**src/rtl/rpd_pkg.sv**
```systemverilog
// Package for the rc pulse train decoder: item types, register indexes and constants.
package rpd_pkg;

  // Number of channels in one frame (5 to 7)
  localparam int CHANNELS = 7;
  // Edge and channel byte stores are sized for the largest frame
  localparam int STORE_DEPTH = 7;
  localparam int IDX_W = 3;
  localparam logic [IDX_W-1:0] LAST_PHASE = IDX_W'(CHANNELS);
  // Channel that completes the checked group, and first unchecked aux channel
  localparam logic [IDX_W-1:0] CHECK_CH = 3'd4;
  localparam logic [IDX_W-1:0] AUX_FIRST_CH = 3'd5;

  // Channel byte slots
  localparam int CB_THROTTLE = 0;
  localparam int CB_ROLL = 1;
  localparam int CB_PITCH = 2;
  localparam int CB_YAW = 3;
  localparam int CB_AUX5 = 4;
  localparam int CB_AUX6 = 5;
  localparam int CB_AUX7 = 6;

  // Operation codes
  localparam logic OP_CAPTURE = 1'b0;
  localparam logic OP_TICK = 1'b1;

  // Configuration port
  localparam int CFG_IDX_W = 3;
  localparam int CFG_DATA_W = 16;
  localparam logic [CFG_IDX_W-1:0] CFG_NEGATIVE_POLARITY = 3'd0;
  localparam logic [CFG_IDX_W-1:0] CFG_ALT_CHANNEL_ORDER = 3'd1;
  localparam logic [CFG_IDX_W-1:0] CFG_NEUTRAL_OFFSET = 3'd2;
  localparam logic [CFG_IDX_W-1:0] CFG_SHORT_TIMEOUT = 3'd3;
  localparam logic [CFG_IDX_W-1:0] CFG_LONG_TIMEOUT = 3'd4;

  // Register reset values
  localparam logic [7:0] NEUTRAL_RESET = 8'd128;
  localparam logic [15:0] SHORT_TIMEOUT_RESET = 16'd5000;
  localparam logic [15:0] LONG_TIMEOUT_RESET = 16'd14000;

  // Valid channel widths have this upper byte (256..511)
  localparam logic [7:0] WIDTH_HIGH_OK = 8'd1;

  typedef struct packed {
    logic        operation;
    logic [15:0] capture_time;
  } in_item_t;

  typedef struct packed {
    logic [7:0]        throttle;
    logic signed [7:0] roll;
    logic signed [7:0] pitch;
    logic signed [7:0] yaw;
    logic [7:0]        aux_five;
    logic [7:0]        aux_six;
    logic [7:0]        aux_seven;
    logic              signal_lost;
    logic              frame_ready;
    logic              next_edge_select;
    logic [2:0]        edge_phase;
  } out_item_t;

endpackage

```
**src/rtl/rc_pulse_train_decoder.sv**
```systemverilog
// Receiver pulse train decoder: edge captures and timebase ticks in, channel bytes out.
//
// Each input item is either an edge capture (operation 0, carrying the latched
// 16-bit timer value) or one timebase tick (operation 1), and yields exactly one
// result item with the current channel bytes, signal_lost, a frame_ready strobe,
// the edge select the capture unit should arm next and the next expected edge
// index. Items pass through an input register and a result register with the
// decode logic between them, so the block takes one item per clock while
// out_stall is low; a stalled result holds the item in the input register.
// Configuration registers are written through cfg_we/cfg_index/cfg_wdata and
// must only change while no item is in flight. After reset the signal is
// flagged lost until the first frame with channels one to five in 256..511.
module rc_pulse_train_decoder
  import rpd_pkg::*;
(
  input  logic                  clk,
  input  logic                  rst_n,
  input  logic                  in_valid,
  output logic                  in_stall,
  input  in_item_t              in_item,
  output logic                  out_valid,
  input  logic                  out_stall,
  output out_item_t             out_item,
  input  logic                  cfg_we,
  input  logic [CFG_IDX_W-1:0]  cfg_index,
  input  logic [CFG_DATA_W-1:0] cfg_wdata
);

  // Configuration registers
  logic        neg_pol_r;
  logic        alt_order_r;
  logic [7:0]  neutral_r;
  logic [15:0] short_to_r;
  logic [15:0] long_to_r;

  // Pipeline registers
  logic      in_valid_r;
  in_item_t  in_item_r;
  logic      out_valid_r;
  out_item_t out_item_r;
  logic      advance;

  // Decoder state
  logic [15:0] edge_store_r [STORE_DEPTH];
  logic [15:0] edge_store_nxt [STORE_DEPTH];
  logic [7:0]  chan_bytes_r [STORE_DEPTH];
  logic [7:0]  chan_bytes_nxt [STORE_DEPTH];
  logic [2:0]  phase_r, phase_nxt;
  logic        edge_sel_r, edge_sel_nxt;
  logic        first_to_r, first_to_nxt;
  logic        long_per_r, long_per_nxt;
  logic [15:0] to_count_r, to_count_nxt;
  logic        lost_r, lost_nxt;
  logic        ready_nxt;

  // Decode intermediates
  logic [2:0]  ch;
  logic [15:0] diff;
  logic [14:0] width;
  logic        leading;
  logic        range_ok;
  logic        err;
  logic [15:0] tick_count;
  logic [15:0] period;
  logic [15:0] thr_w, rol_w, pit_w;

  // Handshake: the input register moves on whenever the result slot frees up
  assign advance   = in_valid_r && (!out_valid_r || !out_stall);
  assign in_stall  = in_valid_r && !advance;
  assign out_valid = out_valid_r;
  assign out_item  = out_item_r;

  // Configuration writes
  always_ff @(posedge clk) begin
    if (!rst_n) begin
      neg_pol_r   <= 1'b0;
      alt_order_r <= 1'b0;
      neutral_r   <= NEUTRAL_RESET;
      short_to_r  <= SHORT_TIMEOUT_RESET;
      long_to_r   <= LONG_TIMEOUT_RESET;
    end else if (cfg_we) begin
      case (cfg_index)
        CFG_NEGATIVE_POLARITY: neg_pol_r   <= cfg_wdata[0];
        CFG_ALT_CHANNEL_ORDER: alt_order_r <= cfg_wdata[0];
        CFG_NEUTRAL_OFFSET:    neutral_r   <= cfg_wdata[7:0];
        CFG_SHORT_TIMEOUT:     short_to_r  <= cfg_wdata[15:0];
        CFG_LONG_TIMEOUT:      long_to_r   <= cfg_wdata[15:0];
        default: ;
      endcase
    end
  end

  // Input register
  always_ff @(posedge clk) begin
    if (!rst_n) begin
      in_valid_r <= 1'b0;
    end else if (!in_stall) begin
      in_valid_r <= in_valid;
    end
  end

  always_ff @(posedge clk) begin
    if (!in_stall && in_valid) begin
      in_item_r <= in_item;
    end
  end

  // Per-item decode
  always_comb begin
    edge_store_nxt = edge_store_r;
    chan_bytes_nxt = chan_bytes_r;
    phase_nxt      = phase_r;
    edge_sel_nxt   = edge_sel_r;
    first_to_nxt   = first_to_r;
    long_per_nxt   = long_per_r;
    to_count_nxt   = to_count_r;
    lost_nxt       = lost_r;
    ready_nxt      = 1'b0;
    err            = 1'b0;

    ch       = phase_r - 3'd1;
    diff     = in_item_r.capture_time - edge_store_r[ch];
    width    = diff[15:1];
    leading  = neg_pol_r ^ ~edge_sel_r;
    range_ok = (edge_store_r[0][15:8] == WIDTH_HIGH_OK) &&
               (edge_store_r[1][15:8] == WIDTH_HIGH_OK) &&
               (edge_store_r[2][15:8] == WIDTH_HIGH_OK) &&
               (edge_store_r[3][15:8] == WIDTH_HIGH_OK) &&
               ({1'b0, width[14:8]} == WIDTH_HIGH_OK);
    thr_w    = alt_order_r ? edge_store_r[2] : edge_store_r[0];
    rol_w    = alt_order_r ? edge_store_r[0] : edge_store_r[1];
    pit_w    = alt_order_r ? edge_store_r[1] : edge_store_r[2];

    tick_count = to_count_r + 16'd1;
    period     = long_per_r ? long_to_r : short_to_r;

    if (in_item_r.operation == OP_TICK) begin
      // Two stage timeout
      to_count_nxt = tick_count;
      if (tick_count >= period) begin
        to_count_nxt = 16'd0;
        if (first_to_r) begin
          long_per_nxt = 1'b0;
          lost_nxt     = 1'b1;
          phase_nxt    = 3'd0;
          edge_sel_nxt = neg_pol_r;
        end else begin
          first_to_nxt = 1'b1;
          long_per_nxt = 1'b1;
          phase_nxt    = 3'd0;
        end
      end
    end else begin
      // Edge capture
      to_count_nxt = 16'd0;
      first_to_nxt = 1'b0;
      long_per_nxt = 1'b0;
      edge_sel_nxt = ~edge_sel_r;
      if (phase_r > LAST_PHASE || leading != ~phase_r[0]) begin
        err = 1'b1;
      end else begin
        if (phase_r != 3'd0) begin
          // Channel width ends here; stored even if the range check fails
          edge_store_nxt[ch] = {1'b0, width};
          if (ch >= AUX_FIRST_CH) begin
            chan_bytes_nxt[ch] = width[7:0];
          end else if (ch == CHECK_CH) begin
            if (!range_ok) begin
              err = 1'b1;
            end else begin
              chan_bytes_nxt[CB_THROTTLE] = thr_w[7:0];
              chan_bytes_nxt[CB_ROLL]     = rol_w[7:0] - neutral_r;
              chan_bytes_nxt[CB_PITCH]    = pit_w[7:0] - neutral_r;
              chan_bytes_nxt[CB_YAW]      = edge_store_r[3][7:0] - neutral_r;
              chan_bytes_nxt[CB_AUX5]     = width[7:0];
              lost_nxt                    = 1'b0;
              ready_nxt                   = 1'b1;
            end
          end
        end
        if (!err) begin
          if (phase_r == LAST_PHASE) begin
            phase_nxt = 3'd0;
          end else begin
            edge_store_nxt[phase_r] = in_item_r.capture_time;
            phase_nxt               = phase_r + 3'd1;
          end
        end
      end
      // Error restart
      if (err) begin
        lost_nxt     = 1'b1;
        phase_nxt    = 3'd0;
        edge_sel_nxt = neg_pol_r;
      end
    end
  end

  // Control state
  always_ff @(posedge clk) begin
    if (!rst_n) begin
      phase_r     <= 3'd0;
      edge_sel_r  <= 1'b0;
      first_to_r  <= 1'b0;
      long_per_r  <= 1'b0;
      to_count_r  <= 16'd0;
      lost_r      <= 1'b1;
      out_valid_r <= 1'b0;
      for (int i = 0; i < STORE_DEPTH; i++) begin
        edge_store_r[i] <= 16'd0;
        chan_bytes_r[i] <= 8'd0;
      end
    end else begin
      if (advance) begin
        phase_r        <= phase_nxt;
        edge_sel_r     <= edge_sel_nxt;
        first_to_r     <= first_to_nxt;
        long_per_r     <= long_per_nxt;
        to_count_r     <= to_count_nxt;
        lost_r         <= lost_nxt;
        edge_store_r   <= edge_store_nxt;
        chan_bytes_r   <= chan_bytes_nxt;
        out_valid_r    <= 1'b1;
      end else if (!out_stall) begin
        out_valid_r <= 1'b0;
      end
    end
  end

  // Result register
  always_ff @(posedge clk) begin
    if (advance) begin
      out_item_r.throttle         <= chan_bytes_nxt[CB_THROTTLE];
      out_item_r.roll             <= chan_bytes_nxt[CB_ROLL];
      out_item_r.pitch            <= chan_bytes_nxt[CB_PITCH];
      out_item_r.yaw              <= chan_bytes_nxt[CB_YAW];
      out_item_r.aux_five         <= chan_bytes_nxt[CB_AUX5];
      out_item_r.aux_six          <= chan_bytes_nxt[CB_AUX6];
      out_item_r.aux_seven        <= chan_bytes_nxt[CB_AUX7];
      out_item_r.signal_lost      <= lost_nxt;
      out_item_r.frame_ready      <= ready_nxt;
      out_item_r.next_edge_select <= edge_sel_nxt;
      out_item_r.edge_phase       <= phase_nxt;
    end
  end

endmodule
```
**config.mk**
```make
export PLATFORM = sky130hd
export DESIGN_NAME = rc_pulse_train_decoder
export DESIGN_NICKNAME = d
export VERILOG_FILES = /design/src/rtl/rpd_pkg.sv /design/src/rtl/rc_pulse_train_decoder.sv
export SDC_FILE = /design/constraint.sdc
export NUM_CORES = 1
export LEC_CHECK = 0
export BUFFER_PORTS_ARGS = -buffer_cell sky130_fd_sc_hd__buf_4
export CORE_ASPECT_RATIO = 1.1
export CORE_MARGIN = 4
export CORE_UTILIZATION = 50
export CTS_CLUSTER_DIAMETER = 120
export DETAILED_ROUTE_END_ITERATION = 10
export PLACE_DENSITY = 0.68
export SLEW_MARGIN = 10
export SYNTH_ARGS = -nofsm -noshare
export SYNTH_HDL_FRONTEND = slang
export SYNTH_SLANG_ARGS = --single-unit
export TNS_END_PERCENT = 50
```
**constraint.sdc**
```tcl
create_clock -name clk -period 8.3 [get_ports clk]
set_clock_uncertainty 0.2 [all_clocks]
set_input_delay 0.83 -clock clk [delete_from_list [all_inputs] [get_ports clk]]
set_output_delay 0.83 -clock clk [all_outputs]
set_load 0.02 [all_outputs]
```
* Yosys cells after proc, flatten, opt, wreduce, memory -nomap -nowiden
Index checks and enable logic that the tools add are counted.
Storage, ports and cells: input bits 41, output and inout port bits 64, register bits after elaboration 314, word-level logic and storage cells 167
Cells by class: bitwise gates (word level) 9, muxes and demuxes 65, equality and inequality tests 14, order comparisons 7, reductions and logical operators 25, add/sub/neg operators 7
Operators with widths (count):
- $mux 112 | 5
- $bwmux 112 | 2
- $mux 56 | 3
- $mux 16 | 8
- $mux 40 | 3
- $demux 16 s3 | 2
- $bwmux 56 | 1
- $bmux 16 s3 | 1
- $eq 8x1->1 const B | 4
- $mux 8 | 4
- $mux 1 | 29
- $demux 8 s3 | 1
- $sub 8x8->8 | 3
- $mux 3 | 6
- $add 16x1->16 const B | 1
- $ge 16x16->1 | 1
- $sub 16x16->16 | 1
- $reduce_and 2->1 | 6
- $eq 3x3->1 const B | 3
- $logic_and 1x1->1 | 9
- $ge 4x4->1 const B | 2
- $lt 4x1->1 const B | 2
- $not 3->4 | 2
- $eq 7x1->1 const B | 1
- other kinds (16) | 27

* Logic depth before layout (Yosys ltp)
depth after elaboration 18, mapped depth 24, gate-level depth less buffers 18

* Least setup slack after synthesis
No wires, ideal clock.
path kind reg2reg, start reg phase_r[0], end reg edge_store_r[85] in the netlist's numbering, setup time 0.119 ns, clock period less this slack 5.946 ns, required time 7.981 ns, buffers on the path 7, path slack 2.354 ns, stages on the path, launching flop included 22, arrival 5.628 ns, path through dfxtp_1 clkbuf_1 clkinv_1 ha_1 buf_2 buf_1 clkbuf_1 clkbuf_1 mux4_2 o21ai_0 ha_1 nand2_1 o21ai_0 a2111o_1 o211ai_1 o21ai_0 nor4_4 a21o_1 buf_4 nand3_1 buf_2 o221a_1
On the way: cells in the longest elaborated chain, start to end 15, elaborated cells on any way between the ends 42, classes of those cells add/sub: 2; order compare: 6; eq/ne: 4; mux: 20; bitwise: 4; reduce/logical: 6
RTL lines:
- start: declaration | line rc_pulse_train_decoder.sv:48 | logic [2:0] phase_r, phase_nxt;
- start signal: assignment | line rc_pulse_train_decoder.sv:215 | phase_r <= phase_nxt;
- $sub 3x1->3 | line rc_pulse_train_decoder.sv:121 | ch = phase_r - 3'd1;
- $not 3->4 (implied by the code) | line rc_pulse_train_decoder.sv:122, rc_pulse_train_decoder.sv:164
- $bmux 16 s3 | line rc_pulse_train_decoder.sv:122 | diff = in_item_r.capture_time - edge_store_r[ch];
- $mux 16 (implied by the code) (2 in a row) | line rc_pulse_train_decoder.sv:122
- $sub 16x16->16 | line rc_pulse_train_decoder.sv:122
- $eq 7x1->1 | line rc_pulse_train_decoder.sv:129 | ({1'b0, width[14:8]} == WIDTH_HIGH_OK);
- $logic_and 1x1->1 | line rc_pulse_train_decoder.sv:128 | (edge_store_r[3][15:8] == WIDTH_HIGH_OK) &&
- $mux 1 | line rc_pulse_train_decoder.sv:168 | if (!range_ok) begin
- $mux 1 | line rc_pulse_train_decoder.sv:167 | end else if (ch == CHECK_CH) begin
- $mux 1 | line rc_pulse_train_decoder.sv:165 | if (ch >= AUX_FIRST_CH) begin
- $mux 1 | line rc_pulse_train_decoder.sv:162 | if (phase_r != 3'd0) begin
- $mux 1 | line rc_pulse_train_decoder.sv:159 | if (phase_r > LAST_PHASE || leading != ~phase_r[0]) begin
- $mux 1 | line rc_pulse_train_decoder.sv:137 | if (in_item_r.operation == OP_TICK) begin
- $mux 112 | line rc_pulse_train_decoder.sv:181 | if (!err) begin
- end signal: assignment | line rc_pulse_train_decoder.sv:221 | edge_store_r <= edge_store_nxt;
- end: declaration | line rc_pulse_train_decoder.sv:44 | logic [15:0] edge_store_r [STORE_DEPTH];
Several ways; a longest one is shown, not always the timed one. The select of a mux whose other input is x is not followed. A chain may end at the register's enable or synchronous reset.

* Worst setup path after layout
start reg phase_r[1], end reg edge_store_r[49] in the netlist's numbering
Same word-level chain as after synthesis.

==> flow_results.xml <==
<?xml version="1.0" encoding="UTF-8"?>
<metrics>
  <group name="logic_synthesis">
    <metric name="syn_area_per_cell" unit="µm²">9.15</metric>
    <metric name="post_synth_main_area_contributors" unit="">dfxtp_1 29%, edfxtp_1 14%, a21oi_1 4.7%</metric>
    <metric name="synthesis.nets" unit="">1897</metric>
    <metric name="synthSimpleGateAreaFrac" unit="%">14.8</metric>
    <metric name="number_of_synthesized_flops_with_an_enable_pin" unit="">79</metric>
    <metric name="synth_largest_type_area_fraction" unit="%">28.7</metric>
    <metric name="yosys.area_share.adder" unit="%">5.14</metric>
    <metric name="async_flop_share" unit="%">0</metric>
    <metric name="synth.distinct_cells" unit="">81</metric>
    <metric name="postSynthRegisterBits" unit="">314</metric>
    <metric name="synthXorXnorAreaFrac" unit="%">2.61</metric>
    <metric name="synthCells" unit="">1791</metric>
    <metric name="synth_compound_area_share" unit="%">23.1</metric>
    <metric name="yosys_most_used_dff" unit="">dfxtp_1</metric>
    <metric name="synth-warning-count" unit="">0</metric>
    <metric name="synthesis.area" unit="mm²">0.0164</metric>
    <metric name="synth.mux.area_fraction" unit="%">7.13</metric>
    <metric name="sequential_to_total_area_share_from_yosys_stat" unit="%">43.2</metric>
    <metric name="synth_top_family_by_area" unit="">compound AO/OA/AOI/OAI gates</metric>
    <metric name="yosysTopAreaCell" unit="">dfxtp_1</metric>
  </group>
  <group name="power">
    <metric name="irDropWorstVdd" unit="V">0.000167</metric>
    <metric name="cellLeakagePower" unit="nW">6.77</metric>
    <metric name="power.density" unit="mW/mm²">191</metric>
  </group>
  <group name="route">
    <metric name="detailroute.via_count" unit="">14500</metric>
    <metric name="via_per_inst" unit="">6.35</metric>
    <metric name="post_drt_antenna_nets" unit="">0</metric>
    <metric name="detail_route.first_pass.iterations" unit="">6</metric>
    <metric name="drt_drc_violations_left" unit="">0</metric>
    <metric name="wire_per_inst" unit="µm">22.4</metric>
    <metric name="drtIter0Drc" unit="">1414</metric>
    <metric name="drt_wl_total" unit="mm">51.2</metric>
  </group>
  <group name="floorplanning">
    <metric name="fp.dieArea" unit="mm²">0.0358</metric>
    <metric name="initial_core_util" unit="%">50.6</metric>
    <metric name="design.core.area" unit="mm²">0.0324</metric>
    <metric name="die-width" unit="µm">181</metric>
    <metric name="boundaryPins" unit="">105</metric>
    <metric name="die-height" unit="µm">198</metric>
    <metric name="floorplan.rows" unit="">69</metric>
  </group>
  <group name="final_layout">
    <metric name="insertedDiodeCount" unit="">0</metric>
    <metric name="final-instance-count-excl-fill" unit="">2288</metric>
    <metric name="design.final.nets" unit="">1943</metric>
    <metric name="nFillCells" unit="">2849</metric>
    <metric name="most-common-layout-cells" unit="">234 x dfxtp_1, 193 x nand2_1, 152 x a21oi_1</metric>
    <metric name="flow.area_growth_from_synthesis" unit="%">13.4</metric>
    <metric name="most_common_cell_after_layout_fill_and_taps_aside" unit="">dfxtp_1</metric>
    <metric name="final_layout_size_suffix_gt1_share" unit="%">16.3</metric>
  </group>
  <group name="clocking">
    <metric name="tritoncts" unit="">yes</metric>
    <metric name="htree_num_levels" unit="">2</metric>
    <metric name="cts_hold_buf" unit="">0</metric>
    <metric name="numCtsBuffers" unit="">34</metric>
    <metric name="cts_post_setup_buffers_inserted" unit="">0</metric>
    <metric name="clk_slew_on_worst_s_h_paths" unit="ns">0.07</metric>
    <metric name="worst_skew_pair.late_latency" unit="ns">0.53</metric>
    <metric name="clock_path_buffers" unit="">3</metric>
    <metric name="post_cts_resize_count" unit="">0</metric>
    <metric name="cts_root_buffer" unit="">clkbuf_16</metric>
    <metric name="cts.sink_count" unit="">314</metric>
  </group>
  <group name="placement">
    <metric name="dp_hpwl" unit="mm">34.7</metric>
    <metric name="weighted_congestion_at_the_end_of_routability_driven_global_placement" unit="">0.976</metric>
    <metric name="pre_cts_setup_slack" unit="ns">2.14</metric>
    <metric name="dpl.cell_count" unit="">2227</metric>
    <metric name="number_of_i_o_port_buffers" unit="">104</metric>
  </group>
  <group name="sta">
    <metric name="maxClockFrequency" unit="MHz">155</metric>
    <metric name="timing_worst_slew_pin_value" unit="ns">1.24</metric>
    <metric name="max_slew_margin" unit="%">17.2</metric>
    <metric name="finalMaxSlewViolations" unit="">0</metric>
    <metric name="finalWorstSetupSlack" unit="ns">1.86</metric>
    <metric name="grt_setup_unrepaired" unit="">no</metric>
    <metric name="totalNegativeSetupSlack" unit="ns">0</metric>
    <metric name="setup_viol" unit="">0</metric>
    <metric name="timing.final.crit_period" unit="ns">6.44</metric>
    <metric name="final_hold_viol_count" unit="">0</metric>
    <metric name="fin_crit_sh" unit="%">77.5</metric>
  </group>
  <group name="setup_path">
    <metric name="critPathArrivalTime" unit="ns">6.65</metric>
    <metric name="end_kind" unit="">flop</metric>
    <metric name="timing.critical_path.fanout_max" unit="">15</metric>
    <metric name="critical_path.startpoint_type" unit="">flop</metric>
    <metric name="cp_data_required_time" unit="ns">8.51</metric>
    <metric name="criticalPathCategory" unit="">flop to flop</metric>
  </group>
  <group name="run">
    <metric name="drv_cap" unit="">0</metric>
  </group>
  <group name="outcome">
    <metric name="outcome" unit="">complete, no violations</metric>
  </group>
  <group name="global_routing">
    <metric name="first_global_vias" unit="">13900</metric>
    <metric name="globalRouteOverflowTotal" unit="">0</metric>
    <metric name="antenna_found_initial" unit="">0</metric>
    <metric name="track_usage" unit="%">27.9</metric>
    <metric name="maximum_number_of_pins_on_one_net_before_global_route_repair" unit="">74</metric>
    <metric name="grt_first_pass_wirelength" unit="mm">79.6</metric>
  </group>
  <group name="min_path">
    <metric name="min-delay-path-class" unit="">flop to flop</metric>
  </group>
</metrics>
-- Yosys cell counts (all sizes together), types with 15 or more instances --
| library cell | n |
|---|---|
| dfxtp | 235 |
| nand2 | 194 |
| a21oi | 156 |
| nor2 | 143 |
| o21ai | 137 |
| clkbuf | 110 |
| edfxtp | 79 |
| o22ai | 66 |
| ha | 61 |
| nand3 | 61 |
| mux2 | 46 |
| o221a | 46 |
| mux2i | 38 |
| inv | 35 |
| xnor2 | 29 |
| a211oi | 25 |
| a21o | 24 |
| nor3 | 22 |
| buf | 21 |
| xor2 | 19 |
| o211ai | 17 |
| or3 | 16 |
| a41oi | 15 |
| and3 | 15 |
-- final timing paths --
check | slack, ns | cells past startpoint | end | start
max | 1.86 | 17 | edge_store_r[49] | phase_r[1]
min | 0.25 | 2 | short_to_r[11] | short_to_r[11]
max reg2reg | 1.86 | 17 | edge_store_r[49] | phase_r[1]
min reg2reg | 0.25 | 2 | short_to_r[11] | short_to_r[11]
-- critical path: stages, from the launching register on --
cell and delay, ns:
dfxtp_1 0.48, inv_1 0.20, ha_1 0.77, inv_1 0.31
nor2_1 0.48, a22oi_1 0.18, o22ai_1 0.18, a21oi_1 0.10
ha_1 0.34, o21ai_0 0.11, a2111o_1 0.50, a31oi_1 0.18
o21ai_1 0.11, xnor2_2 0.32, nor4_4 0.56, a21o_1 0.45
nand3_2 0.41, o221a_2 0.43
-- state kept, by name (all words and copies together) (netlist names) --
signal        count
alt_order_r       1
chan_bytes_r     56
edge_sel_r        1
edge_store_r    112
first_to_r        1
in_item_r        17
in_valid_r        1
long_per_r        1
long_to_r        16
lost_r            1
neg_pol_r         1
neutral_r         8
out_item         62
out_valid         1
phase_r           3
short_to_r       16
to_count_r       16
-- final cells by class --
class                      instances  area (µm²)  area share, %
clock buffer                      50         986           5.30
inverter                          36         140          0.754
timing repair buffer             141        1060           5.69
clock inverter                    11        86.3          0.464
multi-input combinational       1310        8710           46.8
sequential                       314        7080           38.1
tap                              426         533           2.87
-- cell families (layout without fill, tap and decap cells) --
logic type	count (synthesis)	after routing
AOI/OAI and AO/OA	574	574
muxes	96	96
xor gates and xnor gates	48	48
buffers and inverters	167	238
DFF	314	314
adders and majority gates	65	65
and+or+nand+nor	527	527
-- where the power goes --
| part | internal [mW] | switching, mW | total, mW |
|---|---|---|---|
| Combinational | 0.142 | 0.295 | 0.437 |
| Clock | 0.857 | 0.627 | 1.48 |
| Sequential | 1.60 | 0.0357 | 1.64 |
| Total | 2.60 | 0.958 | 3.56 |
-- per-layer routing --
layer / wire length [µm] / global-route usage, % / vias up
li1: - / - / 6757
met1: 21600 / 38.6 / 6867
met2: 22100 / 42.0 / 768
met3: 5300 / 6.72 / 131
met4: 2200 / 11.6 / 0
met5: 0 / 0 / -
-- per-stage QoR --
stage / power (mW) / hold slack (ns) / util [%] / instance area, µm²
after global placement: 2.09 / 0.238 / 54.1 / 17500
after detailed placement: 2.09 / 0.246 / 54.1 / 17500
after CTS: 3.56 / 0.255 / 57.4 / 18600
after global routing: 3.68 / 0.267 / 57.4 / 18600
after floorplan: 1.92 / 0.233 / - / 16400
final: 3.56 / 0.254 / 57.4 / 18600
Note: power is estimated with default switching activity, not from simulation.
